[src/hw/rtl/lmsp_pkg.sv]
// ----------------------------------------------------------------------------
// lmsp_pkg - shared definitions for the LED matrix scan PWM block
// Widths, reset values, register indexes and the slot wait table.
// ----------------------------------------------------------------------------
package lmsp_pkg;

   localparam int LEVEL_BITS_DEF  = 4;
   localparam int MATRIX_SIZE_DEF = 8;

   localparam int MULT_W     = 6;   // wait multiplier register
   localparam int WAIT_W     = 14;  // per-column wait counter
   localparam int BASE_W     = 8;   // base table entries
   localparam int BASE_IDX_W = 6;   // slot index into base table (widest level)
   localparam int CSR_IDX_W  = 1;
   localparam int CSR_DATA_W = 6;

   localparam logic [MULT_W-1:0] MULT_RESET = MULT_W'(5);
   localparam logic              BANK_RESET = 1'b0;

   typedef enum logic [CSR_IDX_W-1:0] {
      CSR_WAIT_MULT    = 1'b0,
      CSR_DISPLAY_BANK = 1'b1
   } csr_index_type;

   localparam logic MODE_TICK  = 1'b0;
   localparam logic MODE_PIXEL = 1'b1;

   // base wait per slot; slots past the table use the last entry
   function automatic logic [BASE_W-1:0] base_wait(input logic [BASE_IDX_W-1:0] idx);
      logic [BASE_W-1:0] val;
      unique case (idx)
         6'd0:    val = 8'd0;
         6'd1:    val = 8'd10;
         6'd2:    val = 8'd12;
         6'd3:    val = 8'd15;
         6'd4:    val = 8'd18;
         6'd5:    val = 8'd22;
         6'd6:    val = 8'd27;
         6'd7:    val = 8'd33;
         6'd8:    val = 8'd39;
         6'd9:    val = 8'd47;
         6'd10:   val = 8'd56;
         6'd11:   val = 8'd68;
         6'd12:   val = 8'd82;
         6'd13:   val = 8'd100;
         6'd14:   val = 8'd120;
         default: val = 8'd150;
      endcase
      return val;
   endfunction

endpackage

[src/hw/rtl/lmsp_req_if.sv]
// ----------------------------------------------------------------------------
// lmsp_req_if - input item channel
// Valid/ready channel carrying ticks and pixel writes.
// ----------------------------------------------------------------------------
interface lmsp_req_if #(
   parameter int MATRIX_SIZE = lmsp_pkg::MATRIX_SIZE_DEF,
   parameter int LEVEL_BITS  = lmsp_pkg::LEVEL_BITS_DEF
);
   localparam int IDX_W = $clog2(MATRIX_SIZE);

   logic                  valid;
   logic                  ready;
   logic                  mode;
   logic                  write_bank;
   logic [IDX_W-1:0]      write_row;
   logic [IDX_W-1:0]      write_col;
   logic [LEVEL_BITS-1:0] write_level;

   modport source (
      output valid, mode, write_bank, write_row, write_col, write_level,
      input  ready
   );
   modport sink (
      input  valid, mode, write_bank, write_row, write_col, write_level,
      output ready
   );
endinterface

[src/hw/rtl/lmsp_rsp_if.sv]
// ----------------------------------------------------------------------------
// lmsp_rsp_if - result item channel
// Valid/ready channel carrying the column and row drive of each item.
// ----------------------------------------------------------------------------
interface lmsp_rsp_if #(
   parameter int MATRIX_SIZE = lmsp_pkg::MATRIX_SIZE_DEF,
   parameter int LEVEL_BITS  = lmsp_pkg::LEVEL_BITS_DEF
);
   localparam int IDX_W = $clog2(MATRIX_SIZE);

   logic                   valid;
   logic                   ready;
   logic [MATRIX_SIZE-1:0] column_drive;
   logic [MATRIX_SIZE-1:0] row_drive;
   logic [IDX_W-1:0]       column_index;
   logic [LEVEL_BITS-1:0]  slot_index;
   logic                   frame_done;

   modport source (
      output valid, column_drive, row_drive, column_index, slot_index, frame_done,
      input  ready
   );
   modport sink (
      input  valid, column_drive, row_drive, column_index, slot_index, frame_done,
      output ready
   );
endinterface

[src/hw/rtl/lmsp_fbuf.sv]
// ----------------------------------------------------------------------------
// lmsp_fbuf - framebuffer memory
// One word per (bank, column) holding every row's level. Per-lane pixel
// writes, registered read, same-edge write forwarding, clear pass on reset.
// ----------------------------------------------------------------------------
module lmsp_fbuf #(
   parameter int MATRIX_SIZE = lmsp_pkg::MATRIX_SIZE_DEF,
   parameter int LEVEL_BITS  = lmsp_pkg::LEVEL_BITS_DEF,
   localparam int IDX_W      = $clog2(MATRIX_SIZE),
   localparam int ADDR_W     = IDX_W + 1
) (
   input  logic                                   clock,
   input  logic                                   reset,
   input  logic                                   rd_en,
   input  logic [ADDR_W-1:0]                      rd_addr,
   input  logic                                   wr_en,
   input  logic [ADDR_W-1:0]                      wr_addr,
   input  logic [IDX_W-1:0]                       wr_row,
   input  logic [LEVEL_BITS-1:0]                  wr_level,
   output logic                                   clr_busy,
   output logic [MATRIX_SIZE-1:0][LEVEL_BITS-1:0] rd_word
);

   localparam int DEPTH = 1 << ADDR_W;

   logic [MATRIX_SIZE-1:0][LEVEL_BITS-1:0] mem [DEPTH];

   logic [ADDR_W:0]                        clr_cnt_ff, clr_cnt_in;
   logic [MATRIX_SIZE-1:0][LEVEL_BITS-1:0] rd_ff;
   logic                                   fwd_hit_ff;
   logic [IDX_W-1:0]                       fwd_row_ff;
   logic [LEVEL_BITS-1:0]                  fwd_level_ff;

   assign clr_busy   = !clr_cnt_ff[ADDR_W];
   assign clr_cnt_in = clr_busy ? clr_cnt_ff + 1'b1 : clr_cnt_ff;

   always_ff @(posedge clock) begin
      if (reset) begin
         clr_cnt_ff <= '0;
      end else begin
         clr_cnt_ff <= clr_cnt_in;
      end
   end

   // one write port: whole word during clear, one lane otherwise
   always_ff @(posedge clock) begin
      if (clr_busy) begin
         mem[clr_cnt_ff[ADDR_W-1:0]] <= '0;
      end else if (wr_en) begin
         mem[wr_addr][wr_row] <= wr_level;
      end
   end

   // read data is old on a same-edge write; keep the write to patch it
   always_ff @(posedge clock) begin
      if (rd_en) begin
         rd_ff        <= mem[rd_addr];
         fwd_hit_ff   <= wr_en && (wr_addr == rd_addr);
         fwd_row_ff   <= wr_row;
         fwd_level_ff <= wr_level;
      end
   end

   always_comb begin
      rd_word = rd_ff;
      if (fwd_hit_ff) begin
         rd_word[fwd_row_ff] = fwd_level_ff;
      end
   end

endmodule

[src/hw/rtl/lmsp_scan.sv]
// ----------------------------------------------------------------------------
// lmsp_scan - column and slot sequencer
// Wait counter against base table times multiplier; steps slot and column.
// ----------------------------------------------------------------------------
module lmsp_scan #(
   parameter int MATRIX_SIZE = lmsp_pkg::MATRIX_SIZE_DEF,
   parameter int LEVEL_BITS  = lmsp_pkg::LEVEL_BITS_DEF,
   localparam int IDX_W      = $clog2(MATRIX_SIZE)
) (
   input  logic                          clock,
   input  logic                          reset,
   input  logic                          tick,
   input  logic [lmsp_pkg::MULT_W-1:0]   wait_mult,
   output logic [IDX_W-1:0]              col,
   output logic [LEVEL_BITS-1:0]         slot,
   output logic                          done
);

   localparam logic [LEVEL_BITS-1:0] SLOT_FIRST = LEVEL_BITS'(1);
   localparam logic [LEVEL_BITS-1:0] SLOT_LAST  = {LEVEL_BITS{1'b1}};
   localparam logic [IDX_W-1:0]      COL_LAST   = IDX_W'(MATRIX_SIZE - 1);

   logic [IDX_W-1:0]              col_ff, col_in;
   logic [LEVEL_BITS-1:0]         slot_ff, slot_in;
   logic [lmsp_pkg::WAIT_W-1:0]   wait_ff, wait_in;
   logic [lmsp_pkg::WAIT_W-1:0]   thresh;
   logic                          stay, last_slot, last_col;

   assign thresh = lmsp_pkg::WAIT_W'(lmsp_pkg::base_wait(lmsp_pkg::BASE_IDX_W'(slot_ff)))
                 * lmsp_pkg::WAIT_W'(wait_mult);
   assign stay      = wait_ff < thresh;
   assign last_slot = slot_ff == SLOT_LAST;
   assign last_col  = col_ff == COL_LAST;
   assign done      = !stay && last_slot && last_col;

   always_comb begin
      col_in  = col_ff;
      slot_in = slot_ff;
      wait_in = wait_ff;
      if (tick) begin
         wait_in = wait_ff + 1'b1;
         if (!stay) begin
            if (last_slot) begin
               slot_in = SLOT_FIRST;
               wait_in = '0;
               col_in  = last_col ? '0 : col_ff + 1'b1;
            end else begin
               slot_in = slot_ff + 1'b1;
            end
         end
      end
   end

   always_ff @(posedge clock) begin
      if (reset) begin
         col_ff  <= '0;
         slot_ff <= SLOT_FIRST;
         wait_ff <= '0;
      end else begin
         col_ff  <= col_in;
         slot_ff <= slot_in;
         wait_ff <= wait_in;
      end
   end

   assign col  = col_ff;
   assign slot = slot_ff;

endmodule

[src/hw/rtl/lmsp_out.sv]
// ----------------------------------------------------------------------------
// lmsp_out - row compare and result buffering
// Holds item data beside the memory read, forms the drive word, and feeds
// an output register with a skid entry.
// ----------------------------------------------------------------------------
module lmsp_out #(
   parameter int MATRIX_SIZE = lmsp_pkg::MATRIX_SIZE_DEF,
   parameter int LEVEL_BITS  = lmsp_pkg::LEVEL_BITS_DEF,
   localparam int IDX_W      = $clog2(MATRIX_SIZE)
) (
   input  logic                                   clock,
   input  logic                                   reset,
   input  logic                                   load,
   input  logic [IDX_W-1:0]                       col,
   input  logic [LEVEL_BITS-1:0]                  slot,
   input  logic                                   done,
   input  logic [MATRIX_SIZE-1:0][LEVEL_BITS-1:0] rd_word,
   output logic                                   can_take,
   lmsp_rsp_if.source                             rsp
);

   typedef struct packed {
      logic [MATRIX_SIZE-1:0] column_drive;
      logic [MATRIX_SIZE-1:0] row_drive;
      logic [IDX_W-1:0]       column_index;
      logic [LEVEL_BITS-1:0]  slot_index;
      logic                   frame_done;
   } rsp_type;

   logic                  s1_v_ff, s1_v_in;
   logic [IDX_W-1:0]      s1_col_ff;
   logic [LEVEL_BITS-1:0] s1_slot_ff;
   logic                  s1_done_ff;
   logic                  out_v_ff, out_v_in;
   logic                  sk_v_ff, sk_v_in;
   rsp_type               out_ff, sk_ff, s1_pay;
   logic                  s1_move, out_open;

   always_comb begin
      s1_pay.column_drive = MATRIX_SIZE'(1) << s1_col_ff;
      for (int r = 0; r < MATRIX_SIZE; r++) begin
         s1_pay.row_drive[r] = rd_word[r] >= s1_slot_ff;
      end
      s1_pay.column_index = s1_col_ff;
      s1_pay.slot_index   = s1_slot_ff;
      s1_pay.frame_done   = s1_done_ff;
   end

   assign can_take = !s1_v_ff || !sk_v_ff;
   assign s1_move  = s1_v_ff && !sk_v_ff;
   assign out_open = rsp.ready || !out_v_ff;

   always_comb begin
      s1_v_in  = load || (s1_v_ff && !s1_move);
      out_v_in = out_v_ff;
      sk_v_in  = sk_v_ff;
      if (out_open) begin
         if (sk_v_ff) begin
            out_v_in = 1'b1;
            sk_v_in  = 1'b0;
         end else begin
            out_v_in = s1_move;
         end
      end else if (s1_move) begin
         sk_v_in = 1'b1;
      end
   end

   always_ff @(posedge clock) begin
      if (reset) begin
         s1_v_ff  <= 1'b0;
         out_v_ff <= 1'b0;
         sk_v_ff  <= 1'b0;
      end else begin
         s1_v_ff  <= s1_v_in;
         out_v_ff <= out_v_in;
         sk_v_ff  <= sk_v_in;
      end
   end

   always_ff @(posedge clock) begin
      if (load) begin
         s1_col_ff  <= col;
         s1_slot_ff <= slot;
         s1_done_ff <= done;
      end
      if (out_open) begin
         out_ff <= sk_v_ff ? sk_ff : s1_pay;
      end else if (s1_move) begin
         sk_ff <= s1_pay;
      end
   end

   assign rsp.valid        = out_v_ff;
   assign rsp.column_drive = out_ff.column_drive;
   assign rsp.row_drive    = out_ff.row_drive;
   assign rsp.column_index = out_ff.column_index;
   assign rsp.slot_index   = out_ff.slot_index;
   assign rsp.frame_done   = out_ff.frame_done;

endmodule

[src/hw/rtl/led_matrix_scan_pwm_top.sv]
// ----------------------------------------------------------------------------
// led_matrix_scan_pwm_top - column-scan PWM engine for an LED matrix
// Framebuffer of two banks, slot/column sequencer and result buffering.
// ----------------------------------------------------------------------------
// Each request item is either a tick (mode 0, one check of the scan wait
// loop) or a pixel write (mode 1) into one of two framebuffer banks. Every
// item gives exactly one result: the column and row drive as they stood
// before a tick's update, or as they stand after a pixel write. The block
// takes one item per clock while req_ch.ready is high; a result is held
// in the framebuffer read register and then the output register, and a
// skid entry lets one more item in when the result side stalls.
// The framebuffer is a single memory of 2 x 2^clog2(MATRIX_SIZE) words,
// one word per bank and column with all rows' levels, so one read per item
// gives the whole row drive. After reset a clearing pass zeroes it, one
// word per clock (16 words at the default size), during which req_ch.ready
// is low. Writes to rows or columns past the matrix are dropped. Register
// writes (csr_*) take effect on the next clock and should be made while
// no item is in flight.
// ----------------------------------------------------------------------------
module led_matrix_scan_pwm_top #(
   parameter int MATRIX_SIZE = lmsp_pkg::MATRIX_SIZE_DEF,
   parameter int LEVEL_BITS  = lmsp_pkg::LEVEL_BITS_DEF
) (
   input  logic                                clock,
   input  logic                                reset,
   input  logic                                csr_wr_en,
   input  logic [lmsp_pkg::CSR_IDX_W-1:0]      csr_index,
   input  logic [lmsp_pkg::CSR_DATA_W-1:0]     csr_wr_data,
   lmsp_req_if.sink                            req_ch,
   lmsp_rsp_if.source                          rsp_ch
);

   localparam int IDX_W  = $clog2(MATRIX_SIZE);
   localparam int ADDR_W = IDX_W + 1;

   // configuration registers
   logic [lmsp_pkg::MULT_W-1:0] mult_ff;
   logic                        bank_ff;

   logic                                   accept, is_pixel, tick, in_range, wr_en;
   logic                                   clr_busy, can_take;
   logic [IDX_W-1:0]                       scan_col;
   logic [LEVEL_BITS-1:0]                  scan_slot;
   logic                                   scan_done;
   logic [ADDR_W-1:0]                      rd_addr, wr_addr;
   logic [MATRIX_SIZE-1:0][LEVEL_BITS-1:0] rd_word;

   always_ff @(posedge clock) begin
      if (reset) begin
         mult_ff <= lmsp_pkg::MULT_RESET;
         bank_ff <= lmsp_pkg::BANK_RESET;
      end else if (csr_wr_en) begin
         unique case (lmsp_pkg::csr_index_type'(csr_index))
            lmsp_pkg::CSR_WAIT_MULT:    mult_ff <= csr_wr_data[lmsp_pkg::MULT_W-1:0];
            lmsp_pkg::CSR_DISPLAY_BANK: bank_ff <= csr_wr_data[0];
         endcase
      end
   end

   // no item while the clear pass runs or the buffers are full
   assign req_ch.ready = !clr_busy && can_take;
   assign accept       = req_ch.valid && req_ch.ready;
   assign is_pixel     = req_ch.mode == lmsp_pkg::MODE_PIXEL;
   assign tick         = accept && (req_ch.mode == lmsp_pkg::MODE_TICK);

   // only matters when MATRIX_SIZE is not a power of two
   assign in_range = ({1'b0, req_ch.write_row} < (IDX_W + 1)'(MATRIX_SIZE))
                  && ({1'b0, req_ch.write_col} < (IDX_W + 1)'(MATRIX_SIZE));
   assign wr_en    = accept && is_pixel && in_range;

   // shown bank at the active column; write addresses its own bank/column
   assign rd_addr = {bank_ff, scan_col};
   assign wr_addr = {req_ch.write_bank, req_ch.write_col};

   lmsp_fbuf #(
      .MATRIX_SIZE (MATRIX_SIZE),
      .LEVEL_BITS  (LEVEL_BITS)
   ) u_fbuf (
      .clock    (clock),
      .reset    (reset),
      .rd_en    (accept),
      .rd_addr  (rd_addr),
      .wr_en    (wr_en),
      .wr_addr  (wr_addr),
      .wr_row   (req_ch.write_row),
      .wr_level (req_ch.write_level),
      .clr_busy (clr_busy),
      .rd_word  (rd_word)
   );

   lmsp_scan #(
      .MATRIX_SIZE (MATRIX_SIZE),
      .LEVEL_BITS  (LEVEL_BITS)
   ) u_scan (
      .clock     (clock),
      .reset     (reset),
      .tick      (tick),
      .wait_mult (mult_ff),
      .col       (scan_col),
      .slot      (scan_slot),
      .done      (scan_done)
   );

   // frame_done only on a tick; a pixel write never ends a frame
   lmsp_out #(
      .MATRIX_SIZE (MATRIX_SIZE),
      .LEVEL_BITS  (LEVEL_BITS)
   ) u_out (
      .clock    (clock),
      .reset    (reset),
      .load     (accept),
      .col      (scan_col),
      .slot     (scan_slot),
      .done     (tick && scan_done),
      .rd_word  (rd_word),
      .can_take (can_take),
      .rsp      (rsp_ch)
   );

`ifndef SYNTHESIS
   a_no_take_in_clear: assert property (@(posedge clock) disable iff (reset)
      clr_busy |-> !req_ch.ready)
      else $error("item taken during framebuffer clear");

   a_col_onehot: assert property (@(posedge clock) disable iff (reset)
      rsp_ch.valid |-> $onehot(rsp_ch.column_drive))
      else $error("column drive not one-hot");

   a_done_at_end: assert property (@(posedge clock) disable iff (reset)
      (rsp_ch.valid && rsp_ch.frame_done) |->
         (rsp_ch.column_index == IDX_W'(MATRIX_SIZE - 1))
         && (rsp_ch.slot_index == {LEVEL_BITS{1'b1}}))
      else $error("frame_done away from last column and slot");

   a_wrap_to_first: assert property (@(posedge clock) disable iff (reset)
      (tick && scan_done) |=> (scan_col == '0) && (scan_slot == LEVEL_BITS'(1)))
      else $error("scan did not wrap after frame end");
`endif

endmodule
[src/flat_wrapper.sv]
// flat-port wrapper written by rule: the top's interface ports become plain ports
module led_matrix_scan_pwm_top_flat 
#(
   parameter int MATRIX_SIZE = lmsp_pkg::MATRIX_SIZE_DEF,
   parameter int LEVEL_BITS  = lmsp_pkg::LEVEL_BITS_DEF
)
  (clock, reset, csr_wr_en, csr_index, csr_wr_data, req_ch_valid, req_ch_mode, req_ch_write_bank, req_ch_write_row, req_ch_write_col, req_ch_write_level, req_ch_ready, rsp_ch_valid, rsp_ch_column_drive, rsp_ch_row_drive, rsp_ch_column_index, rsp_ch_slot_index, rsp_ch_frame_done, rsp_ch_ready);
  lmsp_req_if #(.MATRIX_SIZE(MATRIX_SIZE), .LEVEL_BITS(LEVEL_BITS)) req_ch_i ();
  lmsp_rsp_if #(.MATRIX_SIZE(MATRIX_SIZE), .LEVEL_BITS(LEVEL_BITS)) rsp_ch_i ();
  input  logic clock;
  input  logic reset;
  input  logic csr_wr_en;
  input  logic [lmsp_pkg::CSR_IDX_W-1:0] csr_index;
  input  logic [lmsp_pkg::CSR_DATA_W-1:0] csr_wr_data;
  input wire logic [$bits(req_ch_i.valid)-1:0] req_ch_valid;
  input wire logic [$bits(req_ch_i.mode)-1:0] req_ch_mode;
  input wire logic [$bits(req_ch_i.write_bank)-1:0] req_ch_write_bank;
  input wire logic [$bits(req_ch_i.write_row)-1:0] req_ch_write_row;
  input wire logic [$bits(req_ch_i.write_col)-1:0] req_ch_write_col;
  input wire logic [$bits(req_ch_i.write_level)-1:0] req_ch_write_level;
  output wire logic [$bits(req_ch_i.ready)-1:0] req_ch_ready;
  output wire logic [$bits(rsp_ch_i.valid)-1:0] rsp_ch_valid;
  output wire logic [$bits(rsp_ch_i.column_drive)-1:0] rsp_ch_column_drive;
  output wire logic [$bits(rsp_ch_i.row_drive)-1:0] rsp_ch_row_drive;
  output wire logic [$bits(rsp_ch_i.column_index)-1:0] rsp_ch_column_index;
  output wire logic [$bits(rsp_ch_i.slot_index)-1:0] rsp_ch_slot_index;
  output wire logic [$bits(rsp_ch_i.frame_done)-1:0] rsp_ch_frame_done;
  input wire logic [$bits(rsp_ch_i.ready)-1:0] rsp_ch_ready;
  assign req_ch_i.valid = req_ch_valid;
  assign req_ch_i.mode = req_ch_mode;
  assign req_ch_i.write_bank = req_ch_write_bank;
  assign req_ch_i.write_row = req_ch_write_row;
  assign req_ch_i.write_col = req_ch_write_col;
  assign req_ch_i.write_level = req_ch_write_level;
  assign req_ch_ready = req_ch_i.ready;
  assign rsp_ch_valid = rsp_ch_i.valid;
  assign rsp_ch_column_drive = rsp_ch_i.column_drive;
  assign rsp_ch_row_drive = rsp_ch_i.row_drive;
  assign rsp_ch_column_index = rsp_ch_i.column_index;
  assign rsp_ch_slot_index = rsp_ch_i.slot_index;
  assign rsp_ch_frame_done = rsp_ch_i.frame_done;
  assign rsp_ch_i.ready = rsp_ch_ready;
  led_matrix_scan_pwm_top #(.MATRIX_SIZE(MATRIX_SIZE), .LEVEL_BITS(LEVEL_BITS)) u_core (.clock(clock), .reset(reset), .csr_wr_en(csr_wr_en), .csr_index(csr_index), .csr_wr_data(csr_wr_data), .req_ch(req_ch_i), .rsp_ch(rsp_ch_i));
endmodule
[config.mk]
export PLATFORM = sky130hd
export DESIGN_NAME = led_matrix_scan_pwm_top_flat
export DESIGN_NICKNAME = d
export VERILOG_FILES = /design/src/hw/rtl/lmsp_pkg.sv /design/src/hw/rtl/lmsp_req_if.sv /design/src/hw/rtl/lmsp_rsp_if.sv /design/src/hw/rtl/lmsp_fbuf.sv /design/src/hw/rtl/lmsp_scan.sv /design/src/hw/rtl/lmsp_out.sv /design/src/hw/rtl/led_matrix_scan_pwm_top.sv /design/src/flat_wrapper.sv
export SDC_FILE = /design/constraint.sdc
export NUM_CORES = 1
export LEC_CHECK = 0
export ABC_CLOCK_PERIOD_IN_PS = 18700
export CAP_MARGIN = 10
export CELL_PAD_IN_SITES_DETAIL_PLACEMENT = 0
export CELL_PAD_IN_SITES_GLOBAL_PLACEMENT = 1
export CORE_MARGIN = 2
export CORE_UTILIZATION = 35
export DETAILED_ROUTE_END_ITERATION = 10
export DONT_BUFFER_PORTS = 1
export HOLD_SLACK_MARGIN = 0.02
export PLACE_DENSITY_LB_ADDON = 0.1
export SLEW_MARGIN = 10
export SYNTH_ARGS = -nofsm -noshare
export SYNTH_HDL_FRONTEND = slang
export SYNTH_HIERARCHICAL = 1
export SYNTH_SLANG_ARGS = --single-unit
[constraint.sdc]
create_clock -name clock -period 18.7 [get_ports clock]
set_input_delay 1.87 -clock clock [delete_from_list [all_inputs] [get_ports clock]]
set_output_delay 1.87 -clock clock [all_outputs]
set_load 0.005 [all_outputs]
==> impl_metrics.csv, run 1 <==
group,metric,value,unit
logic_synthesis,synth_top_cell_by_area,"edfxtp_1",
timing,max_slew_margin,0.278,
final_layout,postLayoutCoreUtil,0.397,
critical_path,critPathArrivalTime,7.42,ns
final_layout,areaGrowthSynthToFinish,12.6,%
logic_synthesis,synthesis.nets,1803,
global_route,grt.total_usage,0.165,
power,p_sw,664,uW
timing,rsz0062_at_grt,"false",
critical_path,startpoint,"u_core/mult_ff[0]$_SDFFE_PP1P_",
die,io_pins,50,
routing,routed_wl,68.0,mm
critical_path,critical-path-slowest-cell,"a311oi_2",
routing,via_per_inst,5.26,
logic_synthesis,ys_ff_latch,652,
clock_network,h-tree-depth,3,
clock_network,clock_latency,0.62,ns
timing,maxSlewViolCount,0,
power,p_seq_frac,0.521,
place,dp_cells,2671,
timing,setup_violations,0,
critical_path,rrSetupSlack,11.78,ns
logic_synthesis,ys_top_cells_by_area,"edfxtp_1, mux4_2, ha_1, dfxtp_1, nor3_1",
logic_synthesis,async_reset_ff_frac,0,
logic_synthesis,syn_avg_cell_area,16.9,um^2
clock_network,hold_buffers,0,
clock_network,clk_pin_slew,0.05,ns
outcome,status,"complete, no violations",
global_route,grt_pass1_wl,102,mm
logic_synthesis,synth_edf_count,608,
routing,vias,14800,
place,placed_area,29700,um^2
routing,ant_nets,0,
die,rows,104,
routing,dr.pass1.iters,5,
power,p_clk_frac,0.447,
critical_path,r2r-start,"u_core/mult_ff[0]$_SDFFE_PP1P_",
timing,finalCriticalPeriod,6.92,ns
critical_path,critPathCaptureType,"register",
routing,drt_iter0_drc,970,
critical_path,crit_chain,"and2_1, fa_1, inv_1, fa_1, fa_1, inv_1, ha_1, a21o_1, a21oi_1, o21bai_1, a21oi_1, o21ai_0, a2111oi_0, nor3_1, ha_1, and4_1, and3_1, o31a_1, o311a_4, a311oi_2, mux2_2, a211o_1",
clock_network,max-clock-path-buffers,3,
critical_path,crit_buf_inv,2,
logic_synthesis,synthFlopType,"edfxtp_1",
logic_synthesis,synth_cells,1676,
timing,worst_pin_slew,1.08,ns
clock_network,cts_tree,"built",
logic_synthesis,netlist_area,28400,um^2
die,core_area,80400,um^2
logic_synthesis,synth.top_cell.area_share,0.643,
clock_network,cts_sinks,652,
critical_path,required,19.19,ns
timing,finalSetupTns,0,ns
place,place_hpwl,40.3,mm
routing,drcViolationCount,0,
global_route,grt_pass1_vias,15300,
logic_synthesis,ys_seq_area_frac,0.674,
die,die_h,289,um
place,io_buffers,0,
power,p_int,2440,uW
timing,fmax,144,MHz
clock_network,post_cts_resized,0,
critical_path,crit_path_max_fanout,12,
final_layout,drive_above_1_share,0.197,
logic_synthesis,ys_types,73,
clock_network,postCtsSetupBuffers,0,
critical_path,path_common_cell,"fa_1",
power,power.density,97.2,nW/um^2
flow_run,maxCapViolations,0,
critical_path,ff2ff_path_depth,22,
power,peakVddDrop,0.0000659,V
critical_path,critPathTopFamily,"compound AO/OA/AOI/OAI gates",
final_layout,final_cells,2803,
critical_path,slowest_delay,0.82,ns
global_route,gr-total-overflow,0,
global_route,grt_antenna_before_repair,2,
critical_path,path_class,"reg2reg",
routing,wire_per_inst,24.2,um
worst_hold_path,hp-class,"reg2reg",
power,p_sw_frac,0.214,
clock_network,cts_made_buffers,74,
logic_synthesis,ys.warnings.count,6,
power,pwr-share-comb,0.032,
clock_network,ctsRootBufferMaster,"clkbuf_16",
critical_path,path_depth,22,
final_layout,stdcell_area,32000,um^2
die,die_w,289,um
timing,skew,0.0217,ns
die,dieArea,83400,um^2
place,gp_congestion,0.743,
global_route,grt_max_degree,104,
critical_path,crit_path_start_kind,"register",
timing,hold_viol,0,
final_layout,fin_nets,1814,
timing,fin_crit_sh,0.370,
power,p_leak,0.00964,uW
die,start_util,0.353,
==> per-layer routing <==
metal / GRT usage / share of wire
met4: 0.0466 / 0.023
met5: 0 / 0.00019
met3: 0.0278 / 0.044
met1: 0.232 / 0.46
met2: 0.264 / 0.47
==> sequential cells by signal (all words and copies together), names as in the netlist, 3 cells and up, named ones only <==
signal	flops
u_core/u_fbuf/rd_ff	32
u_core/u_out/rsp.row_drive	8
u_core/u_fbuf/mem	512
u_core/u_out/rsp.column_index	3
u_core/u_out/s1_slot_ff	4
u_core/u_scan/wait_ff	14
u_core/u_out/s1_col_ff	3
u_core/u_out/rsp.slot_index	4
u_core/u_fbuf/clr_cnt_ff	5
u_core/u_scan/slot	4
u_core/u_fbuf/fwd_row_ff	3
u_core/u_out/rsp.column_drive	8
u_core/mult_ff	6
u_core/u_out/sk_ff	24
u_core/u_fbuf/fwd_level_ff	4
u_core/u_scan/col	3
==> metrics by stage <==
| step | total power (uW) | worst slack (ns) | hold slack (ns) |
|---|---|---|---|
| floorplan | 1710 | 12.57 | 0.422 |
| global placement | 1750 | 11.78 | 0.438 |
| detailed placement | 1750 | 11.75 | 0.438 |
| CTS | 3150 | 11.69 | 0.450 |
| global route | 3210 | 11.34 | 0.458 |
| finish | 3110 | 11.78 | 0.448 |
==> power groups by stage <==
stage	logic [uW]	registers (uW)	clock network, uW
detailed placement	102	1650	0
global placement	101	1650	0
floorplan	63.0	1640	0
CTS	102	1620	1430
global route	109	1620	1490
finish	99.4	1620	1390
==> final cells by class <==
cell class / instances / area [um^2]
inverters: 69 / 262
repair buffers: 25 / 200
fillers: 7307 / 48500
clock inverters: 45 / 372
well taps: 1060 / 1330
diodes: 1 / 2.50
flip-flops and latches: 652 / 19100
multi-input cells: 865 / 8720
clock buffers: 86 / 1940
==> layout by cell type, fill, tap and decap left out, types with 24 or more instances in the layout <==
cell,n
ha_1,78
edfxtp_1,608
nand2_1,67
nor2_1,33
fa_1,25
inv_1,64
a21oi_1,27
mux2_2,41
dfxtp_1,42
and2_1,42
a22oi_1,65
nor3_1,138
mux4_2,129
buf_4,24
clkbuf_16,76
==> synth_stat cells (17+ instances only) <==
cell type  instances
a22oi_1           65
nor2_1            34
and2_1            42
clkbuf_1          41
inv_1             65
buf_2             32
nand2_1           67
fa_1              25
and3_1            17
dfxtp_1           44
xor2_1            18
a21oi_1           27
mux4_2           129
edfxtp_1         608
nor3_1           138
ha_1              78
mux2_2            41
==> cell families (layout without fill, tap and decap cells) <==
kind of cell	count (synthesis)	after routing	synth area share
adders and majority gates	103	103	0.0520
buffers and inverters	159	225	0.0245
DFF	652	652	0.674
other	0	1	0
muxes	189	189	0.126
and+or+nand+nor	373	373	0.0726
xor gates and xnor gates	29	29	0.00894
AOI/OAI and AO/OA	171	171	0.0424
==> worst min path at each step <==
stage / start / cells past startpoint / endpoint / slack, ns
detailed placement: u_core/u_out/s1_done_ff$_DFFE_PP_ / 0 / u_core/u_out/sk_ff[0]$_DFFE_PP_ / 0.44
global route: u_core/u_out/s1_done_ff$_DFFE_PP_ / 0 / u_core/u_out/sk_ff[0]$_DFFE_PP_ / 0.46
global placement: u_core/u_out/s1_done_ff$_DFFE_PP_ / 0 / u_core/u_out/sk_ff[0]$_DFFE_PP_ / 0.44
finish: u_core/u_out/s1_slot_ff[1]$_DFFE_PP_ / 0 / u_core/u_out/sk_ff[2]$_DFFE_PP_ / 0.45
floorplan: u_core/u_out/s1_done_ff$_DFFE_PP_ / 0 / u_core/u_out/sk_ff[0]$_DFFE_PP_ / 0.42
CTS: u_core/u_out/s1_slot_ff[1]$_DFFE_PP_ / 0 / u_core/u_out/sk_ff[2]$_DFFE_PP_ / 0.45
(Power assumes the default switching activity.)
==> run 2, diff against run 1 <==
Settings changed: ABC_CLOCK_PERIOD_IN_PS 18700 to 6050.
Clock period 18.7 ns to 6.05 ns, I/O delays scaled along.
==> run 2 against run 1 <==
Routed wire length increased by 0.78%. Fmax up 18%. Flip-flop and latch count unchanged. Via count rose by 1.9%. Combinational power grew to 3.4 times the previous value. Register-to-register slack worse by 12 ns. Sequential share of layout area fell by 1.2 points. Cell count is 1.9% higher. Largest cell class unchanged. Largest power group unchanged.
==> impl_metrics.csv, run 2 (synthesis gave the netlist of run 1 again) <==
group,metric,value,unit
power,p_seq_frac,0.518,
final_layout,fin_nets,1864,
final_layout,largest_reg_flops,512,
timing,finalSetupTns,0,ns
timing,fin_crit_sh,0.967,
global_route,gr-total-overflow,0,
routing,dr.pass1.iters,5,
worst_hold_path,hp-class,"in2reg",
timing,worst_pin_slew,1.21,ns
global_route,grt.total_usage,0.166,
clock_network,cts_tree,"built",
final_layout,antennaDiodeCount,0,
critical_path,path_class,"reg2reg",
power,p_clk_frac,0.447,
power,p_leak,0.00991,uW
timing,setup_violations,0,
critical_path,critPathArrivalTime,6.32,ns
routing,routed_wl,68.5,mm
final_layout,top_register,"u_core/u_fbuf/mem",
timing,hold_viol,0,
routing,drt_iter0_drc,944,
power,p_int,7610,uW
clock_network,clk_pin_slew,0.06,ns
power,p_sw,2040,uW
critical_path,crit_buf_inv,3,
clock_network,h-tree-depth,3,
timing,max_slew_margin,0.192,
global_route,grt_pass1_wl,103,mm
place,io_buffers,0,
timing,holdWs,0.0743,ns
timing,rsz0062_at_grt,"true",
clock_network,max-clock-path-buffers,3,
final_layout,final_cell_mix,"edfxtp_1, nor3_1, mux4_2",
power,p_sw_frac,0.211,
critical_path,critPathCaptureType,"register",
routing,wire_per_inst,24.0,um
routing,ant_nets,0,
clock_network,cts_made_buffers,73,
timing,skew,0.0341,ns
critical_path,path_common_cell,"ha_1",
final_layout,stdcell_area,32600,um^2
routing,vias,15000,
die,die_w,289,um
timing,finalCriticalPeriod,5.85,ns
place,placed_area,30000,um^2
clock_network,cts_sinks,652,
place,place_hpwl,41.8,mm
critical_path,crit_path_max_fanout,8,
final_layout,final_common_cell,"edfxtp_1",
outcome,status,"complete, no violations",
critical_path,critPathTopFamily,"adder cells",
clock_network,clock_latency,0.62,ns
timing,maxSlewViolCount,0,
clock_network,ctsRootBufferMaster,"clkbuf_16",
place,dp_cells,2717,
flow_run,maxCapViolations,0,
final_layout,final_cells,2855,
die,io_pins,50,
critical_path,slowest_delay,0.54,ns
final_layout,fillCellCount,7307,
die,dieArea,83400,um^2
die,rows,104,
place,gp_congestion,0.752,
die,core_area,80400,um^2
routing,via_per_inst,5.26,
power,peakVddDrop,0.000224,V
global_route,grt_antenna_before_repair,4,
routing,drcViolationCount,0,
power,power.density,296,nW/um^2
timing,fmax,171,MHz
final_layout,drive_above_1_share,0.233,
critical_path,crit_path_start_kind,"register",
power,pwr-share-comb,0.035,
global_route,grt_pass1_vias,15500,
die,die_h,289,um
final_layout,areaGrowthSynthToFinish,14.8,%
critical_path,required,6.52,ns
die,start_util,0.353,
critical_path,critical-path-slowest-cell,"fa_1",
final_layout,reg_top3,"u_core/u_fbuf/mem x512, u_core/u_fbuf/rd_ff x32, u_core/u_out/sk_ff x24",
global_route,grt_max_degree,107,
-- run 2: per-layer routing --
layer	track usage	wire, um
met5	0	0
met1	0.236	31400
met3	0.0306	3050
met4	0.0421	1450
met2	0.265	32600
-- run 2: worst reg2reg max path, cell delays in order, from the launching register on --
cell	delay, ns
dfxtp_1	0.30
buf_4	0.15
and2_1	0.18
fa_1	0.54
ha_1	0.23
ha_1	0.30
ha_1	0.22
fa_2	0.40
a21o_1	0.21
a21oi_4	0.13
o21bai_1	0.10
a21oi_2	0.17
o21ai_2	0.10
a2111oi_4	0.36
nor3_2	0.09
ha_1	0.33
and4_4	0.25
and3_4	0.22
o311ai_4	0.11
and3_1	0.20
or2_4	0.25
nor2_8	0.16
inv_4	0.07
buf_4	0.14
ha_2	0.18
mux2i_1	0.20
o22ai_1	0.14
-- run 2: what timing repair did --
action                                  in CTS  in global routing
hold buffers                                 1                  0
endpoints found under the setup margin       7                  7
buffers inserted                             1                  3
pin swaps                                    4                 27
gates resized for setup                     11                 35
hold endpoints to repair                     1                  0
-- run 2: power groups by stage --
stage | Clock [uW] | Combinational [uW] | Sequential [uW]
6_report | 4310 | 335 | 5000
2_1_floorplan | 0 | 195 | 5080
5_1_grt | 4620 | 363 | 5000
3_5_place_dp | 0 | 330 | 5090
3_3_place_gp | 0 | 328 | 5090
4_1_cts | 4450 | 333 | 5000
-- run 2: metrics by stage --
stage / power [uW] / util / setup WS [ns]
after floorplan: 5270 / - / 0.0457
after global placement: 5420 / 0.373 / -0.215
after detailed placement: 5420 / 0.373 / -0.209
after CTS: 9780 / 0.403 / 0.00861
after global routing: 9980 / 0.405 / -0.0952
final: 9650 / 0.405 / 0.200
-- run 2: path summary, 6_finish.rpt --
kind | startpoint | endpoint | slack, ns | depth (start not counted)
max | u_core/mult_ff[0]$_SDFFE_PP1P_ | register | 0.20 | 26
min reg2reg | u_core/u_out/s1_slot_ff[2]$_DFFE_PP_ | u_core/u_out/sk_ff[3]$_DFFE_PP_ | 0.45 | 0
max reg2reg | u_core/mult_ff[0]$_SDFFE_PP1P_ | register | 0.20 | 26
min | req_ch_write_level[1] | u_core/u_fbuf/fwd_level_ff[1]$_DFFE_PP_ | 0.07 | 0
-- run 2: final cells by class --
type                    instances  area [um^2]  area share
clock buffers                  95         1970      0.0605
flip-flops and latches        652        19100       0.587
clock inverters                38          357      0.0109
multi-input cells             865         8940       0.274
well taps                    1060         1330      0.0407
repair buffers                 76          606      0.0186
inverters                      69          262     0.00802
